File: src/rtl/trle_pkg.sv
// Package for the tile run-length encoder: request types and constants.
`default_nettype none
package trle_pkg;

  // Longest run before a forced emission; lengths above 255 do not fit a run.
  localparam int MAX_RUN = 255;
  localparam logic [7:0] RUN_CAP = (MAX_RUN > 255) ? 8'd255 : 8'(MAX_RUN);

  // Result queue: one item may close a run and flush another.
  localparam int OQ_DEPTH = 4;
  localparam int OQ_AW    = $clog2(OQ_DEPTH);
  localparam int OQ_CW    = $clog2(OQ_DEPTH + 1);

  localparam logic [2:0] KIND_EMPTY = 3'd0;

  typedef struct packed {
    logic [2:0]  tile_kind;
    logic [31:0] tile_ref;
    logic        final_tile;
  } tile_t;

  typedef struct packed {
    logic [2:0]  run_kind;
    logic [7:0]  run_length;
    logic [31:0] run_ref;
    logic        ref_present;
    logic        run_last;
  } run_t;

endpackage
`default_nettype wire

File: src/rtl/tile_run_length_encoder_unit.sv
// Top level of the tile run-length encoder.
//
// Tile requests come in on tile/tile_valid/tile_stall, one tile per accepted
// request. Run requests leave on run/run_valid/run_stall. Each tile is
// compared with the stored previous tile (the index is ignored for the empty
// kind) and the run count is advanced. A tile may close the pending run, hit
// the run length cap, or, when final_tile is set, flush the current run, so
// one tile yields zero, one or two runs.
//
// Runs are written straight into a four-entry result queue at the accepting
// edge, so a run is in the queue, with run_valid high, in the cycle after its tile is taken.
// A tile is taken every cycle while the queue has two free entries; a
// stream whose tiles make one run each keeps that rate, and each tile that
// makes two runs needs two pops on the output side.
//
// When the receiver stalls, the queue fills and tile_stall rises once fewer
// than two entries are free; the run at the head holds still.
// Reset (rst, synchronous, active high) empties the queue and returns the
// encoder to the start of a chunk: previous tile empty, run count zero.
// After a final tile the encoder also returns to that start state.
`default_nettype none
module tile_run_length_encoder_unit
  import trle_pkg::*;
(
  input  wire logic  clk,
  input  wire logic  rst,
  input  wire tile_t tile,
  input  wire logic  tile_valid,
  output logic       tile_stall,
  output run_t       run,
  output logic       run_valid,
  input  wire logic  run_stall
);

  // encoder state
  logic [2:0]  prev_kind, prev_kind_next;
  logic [31:0] prev_ref, prev_ref_next;
  logic [7:0]  run_count, run_count_next;

  // result queue
  run_t             oq [OQ_DEPTH];
  logic [OQ_AW-1:0] rd_ptr;
  logic [OQ_AW-1:0] wr_ptr;
  logic [OQ_CW-1:0] oq_count;

  logic        take;
  logic        pop;
  logic [31:0] ref_eff;
  logic        differ;
  logic [7:0]  cnt_inc;
  logic        emit_a, emit_b;
  run_t        run_a, run_b;
  logic [7:0]  cnt_after;
  logic [1:0]  n_push;

  assign tile_stall = (oq_count > OQ_CW'(OQ_DEPTH - 2));
  assign take       = tile_valid && !tile_stall;
  assign run_valid  = (oq_count != '0);
  assign pop        = run_valid && !run_stall;
  assign run        = oq[rd_ptr];

  always_comb begin
    // empty tiles are stored and compared with index zero
    ref_eff = (tile.tile_kind == KIND_EMPTY) ? 32'd0 : tile.tile_ref;
    differ  = (tile.tile_kind != prev_kind) || (ref_eff != prev_ref);
    cnt_inc = run_count + 8'd1;

    run_a.run_kind    = prev_kind;
    run_a.run_ref     = prev_ref;
    run_a.ref_present = (prev_kind != KIND_EMPTY);
    run_a.run_length  = differ ? run_count : cnt_inc;
    run_a.run_last    = 1'b0;

    if (differ) begin
      // close previous run, unless it is empty
      emit_a    = (run_count != 8'd0);
      cnt_after = 8'd1;
    end else begin
      emit_a    = (cnt_inc >= RUN_CAP);
      cnt_after = emit_a ? 8'd0 : cnt_inc;
    end

    // flush on the final tile; stored tile equals the incoming one here
    emit_b            = tile.final_tile && (cnt_after != 8'd0);
    run_b.run_kind    = tile.tile_kind;
    run_b.run_ref     = ref_eff;
    run_b.ref_present = (tile.tile_kind != KIND_EMPTY);
    run_b.run_length  = cnt_after;
    run_b.run_last    = 1'b1;
    if (tile.final_tile && !emit_b) begin
      run_a.run_last = 1'b1;
    end

    if (tile.final_tile) begin
      prev_kind_next = KIND_EMPTY;
      prev_ref_next  = 32'd0;
      run_count_next = 8'd0;
    end else begin
      prev_kind_next = tile.tile_kind;
      prev_ref_next  = ref_eff;
      run_count_next = cnt_after;
    end

    n_push = take ? ({1'b0, emit_a} + {1'b0, emit_b}) : 2'd0;
  end

  always_ff @(posedge clk) begin
    if (rst) begin
      prev_kind <= KIND_EMPTY;
      prev_ref  <= 32'd0;
      run_count <= 8'd0;
      rd_ptr    <= '0;
      wr_ptr    <= '0;
      oq_count  <= '0;
    end else begin
      if (take) begin
        prev_kind <= prev_kind_next;
        prev_ref  <= prev_ref_next;
        run_count <= run_count_next;
      end
      if (pop) begin
        rd_ptr <= rd_ptr + OQ_AW'(1);
      end
      wr_ptr   <= wr_ptr + OQ_AW'(n_push);
      oq_count <= oq_count + OQ_CW'(n_push) - OQ_CW'(pop);
    end
  end

  // queue payload, no reset needed
  always_ff @(posedge clk) begin
    if (take) begin
      if (emit_a) begin
        oq[wr_ptr] <= run_a;
        if (emit_b) begin
          oq[wr_ptr + OQ_AW'(1)] <= run_b;
        end
      end else if (emit_b) begin
        oq[wr_ptr] <= run_b;
      end
    end
  end

endmodule
`default_nettype wire

File: config.mk
export PLATFORM = sky130hd
export DESIGN_NAME = tile_run_length_encoder_unit
export DESIGN_NICKNAME = d
export VERILOG_FILES = /design/src/rtl/trle_pkg.sv /design/src/rtl/tile_run_length_encoder_unit.sv
export SDC_FILE = /design/constraint.sdc
export NUM_CORES = 1
export LEC_CHECK = 0
export ABC_AREA = 1
export BUFFER_PORTS_ARGS = -buffer_cell sky130_fd_sc_hd__buf_4
export CAP_MARGIN = 20
export CORE_MARGIN = 2
export CORE_UTILIZATION = 46
export CTS_BUF_LIST = sky130_fd_sc_hd__clkbuf_8 sky130_fd_sc_hd__clkbuf_16
export CTS_CLUSTER_DIAMETER = 60
export DETAILED_ROUTE_END_ITERATION = 16
export PLACE_DENSITY = 0.72
export SLEW_MARGIN = 10
export SYNTH_ARGS = -nofsm -noshare
export SYNTH_HDL_FRONTEND = slang
export SYNTH_SLANG_ARGS = --single-unit
File: constraint.sdc
create_clock -name clk -period 4.4 [get_ports clk]
set_input_delay 0.66 -clock clk [delete_from_list [all_inputs] [get_ports clk]]
set_output_delay 0.66 -clock clk [all_outputs]
set_load 0.03 [all_outputs]
Yosys cells after proc, flatten, opt, wreduce, memory -nomap -nowiden
Memory sizes are Yosys's and may differ from the RTL's. A register that Yosys moved wholly into a read port is not among the register bits.
Cells that the tools add are included.
- add/sub/neg operators: 7
- $lt $le $gt $ge: 2
- equality and inequality tests: 2
- muxes and demuxes: 23
- bitwise gates (word level): 1
- reductions and logical operators: 14
- operators with widths (kind ; count):
    2-to-1 mux 32 bit ; 2
    2-to-1 mux 45 bit ; 1
    2-to-1 mux 8 bit ; 4
    != test 32 bit ; 1
    nonzero test 8 bit ; 2
    2-to-1 mux 1 bit ; 12
    nonzero test 3 bit ; 3
    adder 8 x 1 -> 8 bit (second input constant) ; 1
    greater-or-equal comparator 8 bit (second input constant) ; 1
    2-to-1 mux 2 bit ; 3
    adder 2 x 1 -> 2 bit (second input constant) ; 2
    logical AND 1 bit ; 4
    adder 3 x 2 -> 3 bit ; 1
    > comparator 3 x 2 -> 1 bit (second input constant) ; 1
    zero test 1 bit ; 3
    zero test 3 bit ; 1
    2-to-1 mux 3 bit ; 1
    != test 3 bit ; 1
    subtractor 3 x 1 -> 3 bit ; 1
    adder 1 x 1 -> 2 bit ; 1
    adder 2 bit ; 1
    logical OR 1 bit ; 1
    OR 1 bit ; 1
- flip-flop bits (word level): 50
- RAM bits: 180
- input bits: 40
- output and inout port bits: 47
- word-level logic and storage cells: 56
- memories kept: 1
- memory list (name ; words ; bits a word ; rd ports ; clocked after Yosys merged registers in ; write ports ; RTL line ; source):
    oq ; 4 ; 45 ; 1 ; 1 ; 2 ; tile_run_length_encoder_unit.sv:41 ; run_t oq [OQ_DEPTH];

Depth between registers and ports, before layout
Gate-level depths: netlist of the first run.
- word-level depth: 12
- gate-level depth with buffers: 25
- mapped depth without buffers: 25

Worst setup path before layout of the first run
Ideal clock, no wire load.
- path type: input to register
- start: input tile[33] (netlist bit)
- end: memory oq[0][10] (netlist bit) (enable)
- setup time: 402 ps
- arrival time: 3989 ps
- data required time: 3998 ps
- path slack: 9 ps
- cell stages on the path: 16
- path buffers: 1
- cells stage by stage: nor2_2 nand2_4 buf_4 nand2_2 xor2_1 nand3_1 nor3_4 nand3_1 nand2_1 nor2_1 a21boi_0 ha_1 nand2_1 nor2_1 clkinv_1 nand2_1
- RTL lines (item ; RTL line ; source):
    from (decl) ; tile_run_length_encoder_unit.sv:27 ; input wire tile_t tile,
    to (decl) ; tile_run_length_encoder_unit.sv:41 ;

==> metrics.md, run 1 <==
| Metric | Value |
|---|---|
| Status | `completed` |
| CTS tree | `built` |
| Syn Inst Count | `1373` |
| Combinational share of power | `between 30% and 40%` |
| Clock power share | `between 20 and 30%` |
| Rows | `58` |
| Worst setup margin | `~480 ps` |
| Clk Latency, worst-skew pair | `520 ps` |
| WP data required | `around 4700 ps` |
| Core box area | `~25000 sq um` |
| All-layer global routing usage | `a little over a quarter` |
| Synth top area share | `around 44%` |
| Switch Pwr | `between 2 and 2.5 mW` |
| Post-synthesis async set-or-reset flop share | `0%` |
| Hold WS | `425 ps` |
| Final min period | `between 3000 and 4000 ps` |
| Die Ht | `165 um` |
| Max-Cap Viols | `0` |
| ANT nets after route | `0` |
| Clk sinks | `~230` |
| Synth area leader | `edfxtp_1` |
| Top FF cell, synth | `edfxtp_1` |
| Sw Share | `around 36%` |
| First-pass detailed-route iteration total | `6` |
| Hold WC Path Type | `primary input to flip-flop` |
| Die ar. | `roughly 27000 sq um` |
| Tcrit/Tclk final | `roughly nine tenths` |
| Post CTS Setup Buffer Count | `0` |
| Buf/Inv on CP | `3` |
| Post-Syn Area | `~12000 sq um` |
| Port bufs | `86` |
| Critical path launch point | `run_count[2]$_SDFFE_PP0P_` |
| CP Cell Sequence | `nand3_1, nor2_1, xor2_1, and2_1, nand3_1, inv_1, nor2_1, a21oi_1, a21boi_0, ha_1, inv_1, nor2_4, or2_2, o32ai_1, buf_4, o21ai_1` |
| Final std cells w/o fill | `1810` |
| Flop and latch count out of synthesis | `232` |
| Die width | `165 um` |
| Power after layout | `a little under 7 mW` |
| Final Hold Viols | `0` |
| Global route overflow | `0` |
| Unique cell type count in the Yosys netlist | `40` |
| Nets@finish | `approximately 1500` |
| I/O pin count | `slightly below 90` |
| Max VDD drop | `0.354 mV` |
| DPL Wire Length | `23.1 mm` |
| Antenna fix cells | `0` |
| Synth warnings | `0` |
| Leakage | `5.37 nW` |
| Setup-failing EPs final | `0` |
| Crit Path Class | `flip-flop to flip-flop` |
| DR vias/cell | `between 5 and 6` |
| Worst EP arrival | `4160 ps` |
| Power Dens Cells | `487 nW/um^2` |
| Pre-CTS WS | `between 100 and 150 ps` |
| Vias in the first global route | `between 10000 and 15000` |
| Placed insts | `~1800` |
| Starting Density | `47.1%` |
| Final wirelength | `between 30 and 40 mm` |
| Register Area | `6410 sq um` |
| Area of the multi-input gates | `around 4700 sq um` |
| Internal power | `between 4 and 5 mW` |
| CTS Root Cell | `clkbuf_16` |
| Slowest stage delay, CP | `~450 ps` |
| Most frequent cell after synthesis | `nand2_1` |
| Vias | `roughly 11000` |
| Initial antenna violation count | `0` |
| RSZ-0062 raised after global routing | `no` |
| Post-synth EDFFs | `about 180` |
| Clock Path Buffers | `3` |
| Largest net degree at the start of global routing | `91` |
| Worst Setup End Kind | `flip-flop` |
| CTS clock-pin slew for the worst setup and hold paths | `approximately 60 ps` |
| First-pass GRT wire length | `approximately 56 mm` |
| Placer Congestion | `between 0.9 and 1` |
| CTS H-Tree Depth | `1` |
| Slowest cell on the critical path | `dfxtp_1` |
| Slew headroom | `about 27%` |
| Hold buffers post-CTS | `0` |
| Worst r2r src | `run_count[2]$_SDFFE_PP0P_` |
| Drt drc | `0` |
| Post-Syn Nets | `1423` |
| Share of cells above drive strength 1 | `around 14%` |
| Top cells by area, synth | `edfxtp_1 44%, o22ai_1 9.8%, dfxtp_1 9.4%, nand2_1 7.8%, o21ai_0 6.4%` |
| Initial drt markers | `1328` |
| Area Overhead vs Synth | `17.1%` |
| CP top delay family | `simple AND/OR/NAND/NOR gates` |
| CP Max Fanout | `9` |
| Critical Path Source Type | `flip-flop` |
| Min-delay src | `tile[35]` |
| Worst-Margin Slew | `approximately 1100 ps` |
| # fillers | `2300` |
| Sequential share of the synthesized area | `a little over half` |
| Sequential Power Share | `38.2%` |
| TritonCTS Buffers | `24` |
| Commonest cells in the netlist | `246 x nand2_1, 199 x nor2_1, 186 x o22ai_1, 176 x edfxtp_1, 153 x o21ai_0` |
| Fin Setup TNS | `0 ps` |
| Synthesized area per cell | `approximately 8.7 sq um` |
| Clk_skew | `between 9 and 10 ps` |
| Fmax achieved | `between 200 and 300 MHz` |
| Number of gates resized after cts | `0` |
| Drt wl/cell | `just over 20 um` |
| Fin. max-slew vios | `0` |
[through the flow]
stage | util, % | cell area (sq um)
final | 55.1 | 13900
after global routing | 55.1 | 13900
after CTS | 55.1 | 13900
after detailed placement | 52.1 | 13200
after global placement | 52.1 | 13200
after floorplan | - | 11900
[cell usage in the layout, fill, tap and decap left out, types with 2 or more instances in the layout]
cell type / n
a21oi_1: 45
a22oi_1: 3
buf_12: 8
buf_4: 141
clkbuf_16: 25
clkbuf_8: 3
clkinv_1: 10
clkinv_2: 3
dfxtp_1: 55
edfxtp_1: 176
ha_1: 9
inv_1: 100
inv_2: 11
nand2_1: 242
nand2_2: 6
nand2_4: 2
nand3_1: 18
nand3_2: 4
nand3b_1: 22
nand4_1: 4
nor2_1: 198
nor2_2: 2
nor2_4: 2
o21ai_0: 153
o21ai_1: 27
o22ai_1: 186
xnor2_1: 5
xor2_1: 5
[kinds of logic (layout without fill, tap and decap cells)]
group	after synthesis	after routing	synth area share, %
DFF	232	232	53.9
AOI/OAI and AO/OA	418	418	19.7
buffers and inverters	195	302	6.63
xor gates and xnor gates	10	10	0.737
and+or+nand+nor	508	508	17.9
adders and majority gates	10	10	1.12
[worst reg2reg max path, cell delays in order, from the launching register on]
cell      delay (ps)
dfxtp_1          450
nand3_1          190
nor2_1           150
xor2_1           240
and2_1           160
nand3_1          270
inv_1            210
nor2_1            70
a21oi_1          220
a21boi_0         160
ha_1             220
inv_1            140
nor2_4            90
or2_2            310
o32ai_1          450
buf_4            230
o21ai_1           80
[final timing paths]
path,depth (start not counted),endpoint,slack (ps)
worst max-delay path,16,oq[3][1]$_DFFE_PP_,480
worst min-delay path,3,prev_kind[2]$_SDFFE_PP0P_,430
worst max register to register,16,oq[3][1]$_DFFE_PP_,480
worst min register to register,2,run_count[4]$_SDFFE_PP0P_,480
[metal layers]
metal  routed length, um  vias up  track usage (%)
met3                4530       86             5.78
li1                    -     5015                -
met5                   0        -                0
met1               14900     5084             38.6
met2               16400      637             40.8
met4                1150        0             10.8
[power by group through the flow]
stage	registers, mW	clock network, mW	logic [mW]
2_1_floorplan	2.61	0	1.38
3_3_place_gp	2.63	0	2.19
3_5_place_dp	2.63	0	2.22
4_1_cts	2.58	1.97	2.22
5_1_grt	2.60	2.04	2.38
6_report	2.59	1.96	2.23
[flip-flops by register name, summed over array words and instances (netlist names), named ones only]
| name | count |
|---|---|
| oq_count | 3 |
| prev_ref | 32 |
| oq | 180 |
| wr_ptr | 2 |
| run_count | 8 |
| rd_ptr | 2 |
| prev_kind | 3 |
[final cells by class]
cell class	count	area share [%]
tap	330	2.97
clock buffer	28	4.79
inverter	111	2.99
sequential	232	46.0
multi-input combinational	946	33.8
timing repair buffer	149	8.76
clock inverter	14	0.593
(Power assumes the default switching activity.)
==> run 2: changes to the inputs <==
- MAX_ROUTING_LAYER: default -> met4
==> run 2 against run 1 <==
Combinational power barely moved. Sequential power barely moved. Critical path depth rose by 3. Clock power rose by 7%. Global-route usage rose by 0.77 points. Cell count rose by 0.17%. Register-to-register slack barely moved. Design area rose by 0.34%. First-iteration DRC count rose by 6.3%. Die area did not move. Non-clock buffer count rose by 1. Largest cell class unchanged. Largest power group unchanged. Highest routed layer unchanged.
==> metrics.md, run 2 (same netlist as run 1, synthesis figures left out) <==
| Metric | Value |
|---|---|
| CTS tree | `built` |
| Worst r2r src | `run_count[1]$_SDFFE_PP0P_` |
| Vias in the first global route | `10000 (-0.060%)` |
| Routing usage on met1 | `38.7% (about the same)` |
| CTS clock-pin slew for the worst setup and hold paths | `60 ps (about the same)` |
| Max-Cap Viols | `0 (unchanged)` |
| Clk sinks | `232 (unchanged)` |
| Fin Setup TNS | `0 ps (unchanged)` |
| CP Max Fanout | `9 (unchanged)` |
| Fin. max-slew vios | `0 (unchanged)` |
| Biggest regs | `oq x180, prev_ref x32, run_count x8` |
| DPL Wire Length | `23.5 mm (+1.5%)` |
| Slew headroom | `33.8% (+6.5 points)` |
| Antenna fix cells | `0 (unchanged)` |
| Rows | `58 (unchanged)` |
| DR vias/cell | `6.00 (+0.32%)` |
| RR Endpoint | `oq[2][1]$_DFFE_PP_` |
| Max VDD drop | `0.289 mV (-18%)` |
| Placed insts | `1769 (+0.057%)` |
| Clk Latency, worst-skew pair | `530 ps (about the same)` |
| ANT nets after route | `0 (unchanged)` |
| All-layer global routing usage | `28.0% (+0.77 points)` |
| Routing usage on met2 | `41.5% (+0.67 points)` |
| Fmax achieved | `256 MHz (+0.31%)` |
| Worst Setup End Kind | `flip-flop` |
| Worst-Margin Slew | `991 ps (-97.9 ps)` |
| Largest net degree at the start of global routing | `91 (unchanged)` |
| CTS H-Tree Depth | `1 (unchanged)` |
| Initial drt markers | `1411 (+6.3%)` |
| Final wirelength | `37.3 mm (+0.65%)` |
| Final Hold Viols | `0 (unchanged)` |
| Cells on Worst Hold Path | `3 (unchanged)` |
| Power Dens Cells | `495 nW/um^2 (+1.7%)` |
| Clk_skew | `11.1 ps (+1.69 ps)` |
| Area Overhead vs Synth | `17.5%` |
| WP data required | `4650 ps (about the same)` |
| Core box area | `25300 sq um (unchanged)` |
| Hold buffers post-CTS | `0 (unchanged)` |
| Crit Path Class | `flip-flop to flip-flop` |
| Leakage | `5.39 nW (+0.26%)` |
| Port bufs | `86 (unchanged)` |
| Clock Path Buffers | `3 (unchanged)` |
| Starting Density | `47.1% (unchanged)` |
| Hold WS | `423 ps (-1.62 ps)` |
| Critical Path Source Type | `flip-flop` |
| Drt drc | `0 (unchanged)` |
| Status | `completed` |
| Die ar. | `27100 sq um (unchanged)` |
| RSZ-0062 raised after global routing | `no` |
| Final std cells w/o fill | `1813 (+0.17%)` |
| Die Ht | `165 um (unchanged)` |
| Min-delay src | `tile[33]` |
| Setup-failing EPs final | `0 (unchanged)` |
| Drt wl/cell | `20.5 um (+0.48%)` |
| First-pass detailed-route iteration total | `6 (unchanged)` |
| Tcrit/Tclk final | `88.7% (-0.27 points)` |
| Pre-CTS WS | `85.1 ps (-60.2 ps)` |
| Vias | `10900 (+0.49%)` |
| Worst R2R Path Depth | `19 (+3)` |
| Placer Congestion | `0.970 (+3.0%)` |
| Post CTS Setup Buffer Count | `0 (unchanged)` |
| Global route overflow | `0 (unchanged)` |
| Worst EP arrival | `4160 ps (about the same)` |
| Die width | `165 um (unchanged)` |
| I/O pin count | `87 (unchanged)` |
| Met3 GRT Util | `4.95% (-0.83 points)` |
| GRT busiest layer | `met2` |
| Largest register FFs | `180 (unchanged)` |
| First-pass GRT wire length | `56.3 mm (-0.37%)` |
| Hold EP | `prev_kind[0]$_SDFFE_PP0P_` |
| Power after layout | `6.91 mW (+2.1%)` |
| Initial antenna violation count | `0 (unchanged)` |
| FF-to-FF setup slack | `500 ps (about the same)` |
| Leading cell types in the layout, fill and taps excluded | `242 x nand2_1, 198 x nor2_1, 186 x o22ai_1, 176 x edfxtp_1, 153 x o21ai_0` |
| TritonCTS Buffers | `25 (+4.2%)` |
| Nets@finish | `1516 (+0.13%)` |
| Most common cell after layout, fill and taps aside | `nand2_1` |
| Share of cells above drive strength 1 | `14.8% (+0.31 points)` |
| CTS Root Cell | `clkbuf_16` |
| Most flop-heavy register | `oq` |
| Number of gates resized after cts | `0 (unchanged)` |
| Final min period | `3900 ps (-12.0 ps)` |
| Worst setup margin | `495 ps (+12.0 ps)` |
| Hold WC Path Type | `primary input to flip-flop` |
==> run 2: worst max path at each step <==
stage,depth (start not counted),from,end
2_1_floorplan,16,tile[33],oq[0][10]$_DFFE_PP_
3_3_place_gp,17,tile[33],oq[3][1]$_DFFE_PP_
5_1_grt,18,run_count[1]$_SDFFE_PP0P_,oq[2][1]$_DFFE_PP_
4_1_cts,16,run_count[2]$_SDFFE_PP0P_,oq[2][1]$_DFFE_PP_
6_report,19,run_count[1]$_SDFFE_PP0P_,oq[2][1]$_DFFE_PP_
3_5_place_dp,25,tile[33],oq_count[2]$_SDFF_PP0_
==> run 2: worst max-delay path: stages (launching register included) <==
cell and delay [ps]:
dfxtp_1 400, ha_1 190, nand2_1 100, nor2_1 130, nand3_1 80, nand2_1 110
inv_1 60, nor2_1 100, nand3_1 280, inv_1 210, nor2_1 70, a21oi_1 220
a21boi_0 170, ha_1 230, inv_1 140, nor2_4 90, or2_2 320, o32ai_1 430
buf_4 230, o21ai_1 70
==> run 2: per-stage QoR <==
| stage | utilization [%] | instance area [sq um] |
|---|---|---|
| after floorplan | - | 11900 |
| after global routing | 55.3 | 14000 |
| after CTS | 55.3 | 14000 |
| after detailed placement | 52.1 | 13100 |
| after global placement | 52.1 | 13100 |
| final | 55.3 | 14000 |
==> run 2: layer usage <==
layer	routed length, um	up-vias
li1	-	5012
met1	14900	5072
met2	16500	700
met3	4580	91
met4	1210	0
met5	0	-
==> run 2: layout make-up <==
| cell class | instances | area (sq um) |
|---|---|---|
| Fill cell | 2278 | 11300 |
| Sequential cell | 232 | 6410 |
| Multi-Input combinational cell | 946 | 4710 |
| Timing Repair Buffer | 150 | 1200 |
| Clock buffer | 27 | 653 |
| Inverter | 111 | 417 |
| Tap cell | 330 | 413 |
| Clock inverter | 17 | 161 |
==> run 2: report_power, final <==
part | leakage, nW | total, mW | switching, mW | internal, mW
clock | 0.417 | 2.09 | 0.855 | 1.24
combinational | 2.83 | 2.23 | 1.52 | 0.710
sequential | 2.14 | 2.59 | 0.0695 | 2.52
total | 5.39 | 6.91 | 2.45 | 4.47
